<file path="src/hdl/tmtb_pkg.sv">
// Shared constants, register codes and band tables for the texel blend pipeline.
// No dependencies; every other file imports this package.
package tmtb_pkg;

  // Register codes, indexed by paddr[4:2]
  localparam logic [2:0] REG_LUMA_GAIN    = 3'd0;
  localparam logic [2:0] REG_LUMA_OFFSET  = 3'd1;
  localparam logic [2:0] REG_CHROMA_SCALE = 3'd2;
  localparam logic [2:0] REG_SHIFT_RED    = 3'd3;
  localparam logic [2:0] REG_SHIFT_GREEN  = 3'd4;
  localparam logic [2:0] REG_SHIFT_BLUE   = 3'd5;
  localparam logic [2:0] REG_BAND_CELLS   = 3'd6;

  localparam int unsigned CFG_ADDR_W = 5;
  localparam int unsigned NUM_STAGES = 7;

  // Rec.709 luma weights in Q0.16, summing to 1.0
  localparam logic [15:0] LUMA_COEF_R = 16'd13933;
  localparam logic [15:0] LUMA_COEF_G = 16'd46871;
  localparam logic [15:0] LUMA_COEF_B = 16'd4732;

  localparam int unsigned WEIGHT_W   = 17;
  localparam logic [WEIGHT_W-1:0] WEIGHT_ONE = 17'h10000;
  localparam int unsigned QUOT_W     = 26;
  localparam int unsigned RECIP_W    = 27;
  localparam int unsigned RSHIFT_W   = 6;
  localparam int unsigned CUBE_W     = 10;

  // Cube of the band width in cells, index is band - 1
  function automatic logic [CUBE_W-1:0] band_cube(input logic [2:0] idx);
    logic [CUBE_W-1:0] c;
    case (idx)
      3'd0:    c = 10'd1;
      3'd1:    c = 10'd8;
      3'd2:    c = 10'd27;
      3'd3:    c = 10'd64;
      3'd4:    c = 10'd125;
      3'd5:    c = 10'd216;
      3'd6:    c = 10'd343;
      default: c = 10'd512;
    endcase
    return c;
  endfunction

  // ceil(2^s / cube): exact floor division for 26-bit numerators
  function automatic logic [RECIP_W-1:0] band_recip(input logic [2:0] idx);
    logic [RECIP_W-1:0] m;
    case (idx)
      3'd0:    m = 27'd67108864;
      3'd1:    m = 27'd67108864;
      3'd2:    m = 27'd79536432;
      3'd3:    m = 27'd67108864;
      3'd4:    m = 27'd68719477;
      3'd5:    m = 27'd79536432;
      3'd6:    m = 27'd100174165;
      default: m = 27'd67108864;
    endcase
    return m;
  endfunction

  function automatic logic [RSHIFT_W-1:0] band_shift(input logic [2:0] idx);
    logic [RSHIFT_W-1:0] s;
    case (idx)
      3'd0:    s = 6'd26;
      3'd1:    s = 6'd29;
      3'd2:    s = 6'd31;
      3'd3:    s = 6'd32;
      3'd4:    s = 6'd33;
      3'd5:    s = 6'd34;
      3'd6:    s = 6'd35;
      default: s = 6'd35;
    endcase
    return s;
  endfunction

endpackage

</file>
<file path="src/hdl/tmtb_blend.sv">
// Three-stage channel blend: c + (T - c) * w with half-up rounding to a byte.
// Depends on tmtb_pkg for the weight width.
module tmtb_blend import tmtb_pkg::*; (
  input  logic                     clk_i,
  input  logic [2:0]               adv_i,
  input  logic [2:0][WEIGHT_W-1:0] tone_i,
  input  logic [23:0]              colour_i,
  input  logic [WEIGHT_W-1:0]      weight_i,
  output logic [23:0]              colour_o
);

  localparam int unsigned DIFF_W = 26;
  localparam int unsigned PROD_W = 44;
  localparam int unsigned X_W    = 45;

  logic [2:0][24:0]               tone_scaled;
  logic signed [DIFF_W-1:0]       diff_d [3], diff3_q [3], diff4_q [3];
  logic signed [PROD_W-1:0]       prod_d [3], prod_q [3];
  logic signed [X_W-1:0]          x [3], x_rnd [3];
  logic [2:0][12:0]               r_wide;
  logic [23:0]                    col3_q, col4_q, col5_q;
  logic signed [17:0]             w_s;

  always_comb begin
    w_s = $signed({1'b0, weight_i});
    for (int k = 0; k < 3; k++) begin
      tone_scaled[k] = 25'(tone_i[k]) * 25'd255;
      diff_d[k] = $signed({1'b0, tone_scaled[k]})
                - $signed({2'b00, colour_i[8*k +: 8], 16'd0});
      prod_d[k] = PROD_W'(diff4_q[k]) * PROD_W'(w_s);
      x[k]      = $signed({5'd0, col5_q[8*k +: 8], 32'd0}) + X_W'(prod_q[k]);
      x_rnd[k]  = x[k] + (X_W'(1) <<< 31);
      r_wide[k] = x_rnd[k][X_W-1:32];
      if (x[k] < 0) begin
        colour_o[8*k +: 8] = 8'd0;
      end else if (r_wide[k] > 13'd255) begin
        colour_o[8*k +: 8] = 8'd255;
      end else begin
        colour_o[8*k +: 8] = r_wide[k][7:0];
      end
    end
  end

  always_ff @(posedge clk_i) begin
    if (adv_i[0]) begin
      diff3_q <= diff_d;
      col3_q  <= colour_i;
    end
    if (adv_i[1]) begin
      diff4_q <= diff3_q;
      col4_q  <= col3_q;
    end
    if (adv_i[2]) begin
      prod_q <= prod_d;
      col5_q <= col4_q;
    end
  end

endmodule

</file>
<file path="config.mk">
export PLATFORM = sky130hd
export DESIGN_NAME = tmtb_blend
export DESIGN_NICKNAME = d
export VERILOG_FILES = /design/src/hdl/tmtb_pkg.sv /design/src/hdl/tmtb_blend.sv
export SDC_FILE = /design/constraint.sdc
export NUM_CORES = 2
export LEC_CHECK = 0
export ABC_CLOCK_PERIOD_IN_PS = 7800
export BUFFER_PORTS_ARGS = -buffer_cell sky130_fd_sc_hd__buf_2
export CORE_MARGIN = 3
export CORE_UTILIZATION = 45
export CTS_CLUSTER_DIAMETER = 100
export DETAILED_ROUTE_END_ITERATION = 10
export PLACE_DENSITY = 0.65
export SLEW_MARGIN = 20
export SYNTH_ARGS = -nofsm -noshare
export SYNTH_HDL_FRONTEND = slang
export SYNTH_SLANG_ARGS = --single-unit
</file>
<file path="constraint.sdc">
create_clock -name clk_i -period 7.8 [get_ports clk_i]
set_clock_uncertainty 0.05 [all_clocks]
set_input_delay 0 -clock clk_i [delete_from_list [all_inputs] [get_ports clk_i]]
set_output_delay 0 -clock clk_i [all_outputs]
set_load 0.01 [all_outputs]
</file>
==> reports/results.tsv <==
metric	value	unit
Max stage delay on crit path	0.57	ns
Iter 0 DRT Violations	2467	
initial antenna violation count	8	
status	finished, final reports clean	
Cell Chain, Critical Path	and2_1 -> fa_1 -> inv_1 -> fa_1 -> fa_1 -> fa_1 -> inv_1 -> fa_1 -> inv_1 -> fa_1 -> inv_1 -> ha_1 -> o21ai_0 -> a21oi_1 -> a221oi_2 -> o21ai_0 -> buf_4 -> a21oi_1 -> a21oi_1 -> o21ai_0 -> buf_4 -> nand2_1 -> a21oi_1 -> xnor2_1	
Levels on crit path	24	
Nets	8820	
Synth Instances	6618	
DIE HEIGHT	386	µm
vias per cell	4.97	
most common cell after layout, fill and taps aside	inv_1	
GRT Total Usage	0.209	
maxcap violations	0	
most used cell along the critical path	fa_1	
CTS tree	done	
delay-heaviest family, CP	adder cells	
die width	386	µm
vias in the first global route	48000	
Slew Viols, Final	0	
post-synth cell types	67	
io pins	120	
sequential fraction of the synthesis area	0.123	
Slew headroom	0.345	
Root Buffer	clkbuf_16	
Critical Path AT	7.63	ns
highest-count cells in the layout ignoring fill and taps	inv_1 (1922), fa_1 (1542), and2_1 (719)	
via count	42900	
cell area after synthesis	0.0651	mm²
WL final	148000	µm
HPWL Detailed	122000	µm
crit path buf inv count	6	
Worst EP required	8.06	ns
CTS buffer count	34	
Primary FF master, synth	edfxtp_1	
RSZ-0062 raised after global routing	no	
area post-placement	0.0684	mm²
Final period util	0.946	
clk slew on worst S/H paths	0.06	ns
FF-to-FF path depth	24	
reg2reg start	diff4_q[10]	
Die ar.	0.149	mm²
Final Critical Period	7.38	ns
asr flop ratio synth	0	
crit end category	flip-flop	
Crit Path Category	flip-flop to flip-flop	
routed len/inst	17.2	µm
flops & latches, synth	267	
initial core utilization	0.457	
clock sinks	267	
Syn Area/Cell	9.84	µm²
crit path launch type	flip-flop	
Final Wtd Congestion	0.889	
Post-route DRC	0	
drt pass-1 iters	8	
share of post-route cells with drive strength above 1	0.0477	
number of flops mapped to enable cells by yosys	267	
hold slack	0.0257	ns
CTS max path bufs	3	
final instance area	0.0698	mm²
Crit Reg-Reg Endpoint	prod_q[40]	
Port Buffers	119	
# rows	138	
P&R area growth vs syn	7.18	%
final core occ	0.490	
H-tree depth	2	
Ys Warns	0	
final setup TNS	0	ns
core footprint	0.143	mm²
Hold/Removal Path Class	input port to flip-flop	
worst skew pair latency	0.57	ns
grt ovf	0	
first-pass GRT wire length	251000	µm
Worst setup startpoint	diff4_q[10]	
final hold vios	0	
Synth Net Count	8730	
crit path to	prod_q[40]	
worst-margin pin slew	0.983	ns
critical path's slowest cell	fa_1	
r2r setup slk	0.42	ns
Hold Path Cell Cnt	3	
Fmax	136	MHz
crit path max fanout	8	
Antenna Violating Nets Remaining	0	
largest net degree at the start of global routing	63	
final-report setup violation count	0	
tightest hold or removal path: stages:
cell and delay, ns:
buf_2 0.16, inv_1 0.09, ha_1 0.23
through the flow:
stage	instances	worst slack (ns)
6_report	8625	0.423
5_1_grt	8623	0.00342
4_1_cts	8620	0.205
3_5_place_dp	8526	0.228
3_3_place_gp	8526	0.251
2_1_floorplan	6618	1.34
synthesized netlist by cell type (15+ instances only):
library cell  count  area share
nand3_1          42      0.0032
ha_1            474       0.091
o21ai_0          56      0.0043
a21oi_1         127      0.0098
fa_1           1542        0.47
nor3_1           25      0.0019
nor2b_1          16      0.0015
and3_1           15      0.0014
o21a_1           20      0.0023
xor2_1           39      0.0052
edfxtp_1        267        0.12
inv_1          1922        0.11
clkbuf_1        224       0.013
a21o_1           46      0.0053
and2_1          719       0.069
nor2_1           90      0.0052
xnor2_1         127       0.017
nand2_1         677       0.039
metal layers:
layer	share of wire	vias to the layer above	track usage	wire length (µm)
met5	0.00018	-	0	27
met4	0.022	4	0.0455	3200
met3	0.051	194	0.0198	7510
met2	0.49	1055	0.357	72800
met1	0.44	22200	0.290	64800
li1	-	19400	-	-
area by class of cell:
cell class / instances / area (µm²)
antenna: 2 / 5.00
clock buffer: 39 / 870
clock inverter: 22 / 183
fill: 13400 / 72800
inverter: 1922 / 7210
multi-input combinational: 4203 / 49100
sequential: 267 / 8020
tap: 1890 / 2360
timing repair buffer: 280 / 2100
how the worst min path moves through the flow:
| stage | endpoint | startpoint | slack, ns |
|---|---|---|---|
| 6_report | diff3_q[27] | tone_i[18] | 0.03 |
| 5_1_grt | diff3_q[27] | tone_i[18] | 0.05 |
| 4_1_cts | diff3_q[27] | tone_i[18] | 0.003 |
| 3_5_place_dp | col3_q[6] | colour_i[6] | 0.18 |
| 3_3_place_gp | col3_q[6] | colour_i[6] | 0.18 |
| 2_1_floorplan | col3_q[0] | colour_i[0] | 0.05 |
state kept, by name (all words and copies together), names as in the netlist:
signal and flops:
prod_q 39, diff3_q 78, diff4_q 78, col5_q 24, col4_q 24, col3_q 24
cells by family after synthesis:
| kind of cell | Yosys count | synth area share |
|---|---|---|
| simple gates | 1648 | 0.128 |
| flops | 267 | 0.123 |
| buf+inv | 2148 | 0.124 |
| mux | 8 | 0.00129 |
| fa+ha+maj | 2016 | 0.565 |
| compound gates | 365 | 0.0366 |
| xor+xnor | 166 | 0.0223 |
repair_timing:
item                                    in CTS  in global routing
hold buffers                                33                  0
setup buffers                                0                  3
endpoints found under the setup margin       0                  5
resized for setup                            0                  1
endpoints found under the hold margin      136                  0
Power is not shown: default switching activity piles up to over one toggle a cycle in this logic, so the estimate is an artifact.
