--- src/hdl/tmtb_pkg.sv ---
// Shared constants, register codes and band tables for the texel blend pipeline.
// No dependencies; every other file imports this package.
package tmtb_pkg;

  // Register codes, indexed by paddr[4:2]
  localparam logic [2:0] REG_LUMA_GAIN    = 3'd0;
  localparam logic [2:0] REG_LUMA_OFFSET  = 3'd1;
  localparam logic [2:0] REG_CHROMA_SCALE = 3'd2;
  localparam logic [2:0] REG_SHIFT_RED    = 3'd3;
  localparam logic [2:0] REG_SHIFT_GREEN  = 3'd4;
  localparam logic [2:0] REG_SHIFT_BLUE   = 3'd5;
  localparam logic [2:0] REG_BAND_CELLS   = 3'd6;

  localparam int unsigned CFG_ADDR_W = 5;
  localparam int unsigned NUM_STAGES = 7;

  // Rec.709 luma weights in Q0.16, summing to 1.0
  localparam logic [15:0] LUMA_COEF_R = 16'd13933;
  localparam logic [15:0] LUMA_COEF_G = 16'd46871;
  localparam logic [15:0] LUMA_COEF_B = 16'd4732;

  localparam int unsigned WEIGHT_W   = 17;
  localparam logic [WEIGHT_W-1:0] WEIGHT_ONE = 17'h10000;
  localparam int unsigned QUOT_W     = 26;
  localparam int unsigned RECIP_W    = 27;
  localparam int unsigned RSHIFT_W   = 6;
  localparam int unsigned CUBE_W     = 10;

  // Cube of the band width in cells, index is band - 1
  function automatic logic [CUBE_W-1:0] band_cube(input logic [2:0] idx);
    logic [CUBE_W-1:0] c;
    case (idx)
      3'd0:    c = 10'd1;
      3'd1:    c = 10'd8;
      3'd2:    c = 10'd27;
      3'd3:    c = 10'd64;
      3'd4:    c = 10'd125;
      3'd5:    c = 10'd216;
      3'd6:    c = 10'd343;
      default: c = 10'd512;
    endcase
    return c;
  endfunction

  // ceil(2^s / cube): exact floor division for 26-bit numerators
  function automatic logic [RECIP_W-1:0] band_recip(input logic [2:0] idx);
    logic [RECIP_W-1:0] m;
    case (idx)
      3'd0:    m = 27'd67108864;
      3'd1:    m = 27'd67108864;
      3'd2:    m = 27'd79536432;
      3'd3:    m = 27'd67108864;
      3'd4:    m = 27'd68719477;
      3'd5:    m = 27'd79536432;
      3'd6:    m = 27'd100174165;
      default: m = 27'd67108864;
    endcase
    return m;
  endfunction

  function automatic logic [RSHIFT_W-1:0] band_shift(input logic [2:0] idx);
    logic [RSHIFT_W-1:0] s;
    case (idx)
      3'd0:    s = 6'd26;
      3'd1:    s = 6'd29;
      3'd2:    s = 6'd31;
      3'd3:    s = 6'd32;
      3'd4:    s = 6'd33;
      3'd5:    s = 6'd34;
      3'd6:    s = 6'd35;
      default: s = 6'd35;
    endcase
    return s;
  endfunction

endpackage

--- src/hdl/tmtb_weight.sv ---
// Five-stage smoothstep weight unit: d*d*(3D-2d)/D^3 rounded to Q0.16.
// Depends on tmtb_pkg for the band cube and reciprocal tables.
module tmtb_weight import tmtb_pkg::*; (
  input  logic                clk_i,
  input  logic [4:0]          adv_i,
  input  logic [15:0]         distance_i,
  input  logic [2:0]          band_idx_i,
  output logic [WEIGHT_W-1:0] weight_o
);

  logic [3:0]          span_cells;
  logic [15:0]         span;
  logic [17:0]         cubic_k;
  logic [31:0]         d2_d, d2_q;
  logic [16:0]         k_d, k_q;
  logic [48:0]         p_d, p_q;
  logic [49:0]         p_sum;
  logic [QUOT_W-1:0]   n_d, n_q;
  logic [52:0]         q_d, q_q;
  logic [52:0]         q_shifted;
  logic [WEIGHT_W-1:0] w_d, w_q;
  logic [3:0]          full_q;
  logic                full_d;

  always_comb begin
    span_cells = {1'b0, band_idx_i} + 4'd1;
    span       = {span_cells, 12'd0};
    full_d     = distance_i >= span;
    cubic_k    = {2'b00, span} + {1'b0, span, 1'b0} - {1'b0, distance_i, 1'b0};
    k_d        = cubic_k[16:0];
    d2_d       = 32'(distance_i) * 32'(distance_i);
    p_d        = 49'(d2_q) * 49'(k_q);
    // add half of the divisor, drop the power-of-two part, then divide by the cube
    p_sum      = 50'(p_q) + (50'(band_cube(band_idx_i)) << 19);
    n_d        = p_sum[45:20];
    q_d        = 53'(n_q) * 53'(band_recip(band_idx_i));
    q_shifted  = q_q >> band_shift(band_idx_i);
    w_d        = full_q[3] ? WEIGHT_ONE : q_shifted[WEIGHT_W-1:0];
  end

  always_ff @(posedge clk_i) begin
    if (adv_i[0]) begin
      d2_q      <= d2_d;
      k_q       <= k_d;
      full_q[0] <= full_d;
    end
    if (adv_i[1]) begin
      p_q       <= p_d;
      full_q[1] <= full_q[0];
    end
    if (adv_i[2]) begin
      n_q       <= n_d;
      full_q[2] <= full_q[1];
    end
    if (adv_i[3]) begin
      q_q       <= q_d;
      full_q[3] <= full_q[2];
    end
    if (adv_i[4]) begin
      w_q <= w_d;
    end
  end

  assign weight_o = w_q;

endmodule

--- config.mk ---
export PLATFORM = sky130hd
export DESIGN_NAME = tmtb_weight
export DESIGN_NICKNAME = d
export VERILOG_FILES = /design/src/hdl/tmtb_pkg.sv /design/src/hdl/tmtb_weight.sv
export SDC_FILE = /design/constraint.sdc
export NUM_CORES = 2
export LEC_CHECK = 0
export BUFFER_PORTS_ARGS = -buffer_cell sky130_fd_sc_hd__buf_2
export CORE_ASPECT_RATIO = 0.9
export CORE_MARGIN = 2
export CORE_UTILIZATION = 39
export DETAILED_ROUTE_END_ITERATION = 6
export PLACE_DENSITY = 0.55
export SETUP_SLACK_MARGIN = 0.05
export SYNTH_ARGS = -nofsm -noshare
export SYNTH_HDL_FRONTEND = slang
export SYNTH_SLANG_ARGS = --single-unit
--- constraint.sdc ---
create_clock -name clk_i -period 11.8 [get_ports clk_i]
set_input_delay 2.95 -clock clk_i [delete_from_list [all_inputs] [get_ports clk_i]]
set_output_delay 2.95 -clock clk_i [all_outputs]
set_load 0.02 [all_outputs]
==> impl_metrics.py <==
metrics = {
    "status": {
        "status": "finished, final reports clean",
    },
    "logic_synthesis": {
        "yosysUniqueCellTypes": 71,
        "synth_top_area_share_pct": 42.4,
        "synthTopCellsByArea": "fa_1, ha_1, inv_1",
        "async_flop_share_pct": 0,
        "ys_seq_elements": 148,
        "netlist_instances": 4904,
        "synth_sequential_area_ratio_pct": 9.56,
        "synth.avg_cell_area_um2": 9.48,
        "synth-main-ff-cell": "edfxtp_1",
        "netlist_area_um2": 46500,
        "synth_edf_count": 148,
        "yosysTopAreaCell": "fa_1",
        "ys_warn_count": 0,
        "syn_nets": 6491,
    },
    "timing": {
        "fin_skew_ns": 0.0136,
        "fin_crit_ns": 11.10,
        "setup_viol_count_final": 0,
        "min_period_over_period_pct": 94.0,
        "tns_ns": 0,
        "timing.hold.ws_ns": 0.421,
        "rsz0062_at_grt": "no",
        "final_hold_viol_count": 0,
        "worstMarginPinSlew_ns": 0.992,
        "slew_violations": 0,
        "timing.fmax_ghz": 0.0901,
        "relSlewSlack_pct": 33.8,
    },
    "clocking": {
        "hold_buffers": 0,
        "postCtsSetupRepairBufs": 0,
        "clkTransAtPathRegs_ns": 0.07,
        "h-tree-depth": 4,
        "cts_tree": "done",
        "numCtsBuffers": 17,
        "cts_root_buf": "clkbuf_16",
        "cts_sinks": 148,
        "cts_resized": 0,
        "worstSkewPairLatency_ns": 0.49,
        "cts_buffer_depth": 2,
    },
    "cells_and_area": {
        "syn_to_final_growth_pct": 5.59,
        "layout.cells.most_common": "inv_1",
        "fillers": 11865,
        "nets": 6459,
        "drive_gt1_share_pct": 3.17,
        "final_cell_mix": "inv_1, fa_1, ha_1",
        "final_cell_area_um2": 49100,
    },
    "drt": {
        "firstDrtPassIters": 7,
        "drc_errors": 0,
        "viasPerCell": 4.97,
        "vias": 32170,
        "drtIter0Drc": 2075,
        "antenna_left": 0,
        "post_drt_wl_per_cell_um": 19.4,
        "routed_wl_um": 125000,
    },
    "worst_setup_path": {
        "crit_path_end_kind": "flip-flop",
        "worstPathRequired_ns": 12.04,
        "critPathLaunchType": "input pin",
        "critPathKind": "input pin to flip-flop",
        "path_max_fanout": 22,
        "cp_data_arrival_time_ns": 11.34,
    },
    "job": {
        "cap_violations": 0,
    },
    "placed_design": {
        "portBuffers": 41,
        "post-dp-hpwl_um": 104000,
        "gp_congestion": 0.964,
        "placed_area_um2": 48500,
    },
    "global_routing": {
        "gr-total-overflow": 0,
        "grt_pass1_vias": 34618,
        "grt_max_degree": 48,
        "grt_first_pass_wirelength_um": 200000,
        "antenna_found_initial": 4,
        "track_usage_pct": 21.2,
    },
    "floorplan": {
        "initial_utilization_pct": 39.2,
        "fp.coreArea_um2": 119000,
        "die_y_um": 331,
        "die_area_um2": 122000,
        "io_pins": 42,
        "rows": 120,
        "die_x_um": 368,
    },
    "min_path": {
        "hp-class": "flip-flop to flip-flop",
    },
}
[critical path: stages]
cell	delay, ns
buf_2	0.31
inv_1	0.24
ha_1	0.27
buf_4	0.21
a21oi_1	0.39
nand2_1	0.44
buf_4	0.31
nand2_1	0.10
fa_1	0.45
fa_1	0.40
inv_1	0.08
fa_1	0.45
fa_1	0.45
fa_1	0.50
fa_1	0.51
inv_1	0.05
fa_1	0.47
inv_1	0.04
ha_1	0.35
a21oi_1	0.20
o21ai_0	0.16
a31oi_1	0.46
o32ai_1	0.20
a21oi_1	0.49
nand4_1	0.23
and3_1	0.22
o31ai_1	0.27
xnor2_1	0.09
[layout make-up]
type | count | area [um2] | share of cell area [%]
sequential | 148 | 4440 | 9.06
clock buffer | 19 | 433 | 0.882
inverter | 1332 | 5000 | 10.2
antenna | 2 | 5.00 | 0.0102
multi-input combinational | 3281 | 36500 | 74.4
tap | 1586 | 1980 | 4.04
timing repair buffer | 92 | 588 | 1.20
clock inverter | 13 | 98.8 | 0.201
[path summary, 6_finish.rpt]
kind,from,end,slack [ns],cells after the start
max,band_idx_i[0],q_q[50]$_DFFE_PP_,0.70,28
min,full_q[1]$_DFFE_PP_,full_q[2]$_DFFE_PP_,0.42,0
max reg2reg,n_q[9]$_DFFE_PP_,q_q[50]$_DFFE_PP_,3.87,24
min reg2reg,full_q[1]$_DFFE_PP_,full_q[2]$_DFFE_PP_,0.42,0
[routing by layer]
metal | vias up | part of all wire (%) | track usage, %
li1 | 14731 | - | -
met1 | 16382 | 46 | 30.3
met2 | 919 | 46 | 34.4
met3 | 138 | 5.9 | 2.85
met4 | 0 | 1.8 | 4.21
met5 | - | 0 | 0
[cells in the mapped netlist (all sizes together), types with 8 or more instances]
| cell | instances |
|---|---|
| a31oi | 12 |
| clkbuf | 131 |
| nand3 | 26 |
| xnor2 | 81 |
| nand4 | 16 |
| xor2 | 43 |
| edfxtp | 148 |
| inv | 1325 |
| buf | 12 |
| and3 | 64 |
| nor3 | 31 |
| and2 | 264 |
| o21bai | 13 |
| a21o | 49 |
| nand2 | 561 |
| ha | 578 |
| nor2 | 156 |
| a21oi | 116 |
| mux2i | 46 |
| fa | 984 |
| nand2b | 8 |
| nor2b | 13 |
| a22oi | 16 |
| or2 | 11 |
| a211oi | 14 |
| o21ai | 62 |
| o21a | 17 |
| or3 | 11 |
[state kept, by name, summed over array words and instances (netlist names)]
signal,flops
d2_q,31
full_q,4
k_q,15
n_q,26
p_q,27
q_q,28
weight_o,17
[metrics by stage]
| step | cells | utilization (%) | worst slack [ns] |
|---|---|---|---|
| floorplan | 4904 | - | 1.33 |
| global placement | 6439 | 40.9 | 0.450 |
| CTS | 6471 | 41.4 | 0.707 |
| global route | 6472 | 41.4 | 0.370 |
| finish | 6473 | 41.4 | 0.703 |
| detailed placement | 6439 | 40.9 | 0.198 |
[cell families (layout without fill, tap and decap cells)]
logic type      Yosys count  after routing  share of synthesized area [%]
compound gates          368            368                           5.19
xor+xnor                124            124                           2.34
fa+ha+maj              1562           1562                           58.0
buf+inv                1475           1456                           11.9
flops                   148            148                           9.56
mux                      50             50                           1.14
other cells               0              2                              0
simple gates           1177           1177                           11.9
Power is left out: the tool's default activity adds up to more than one toggle a clock period on the data nets, which glitch-free logic cannot reach.
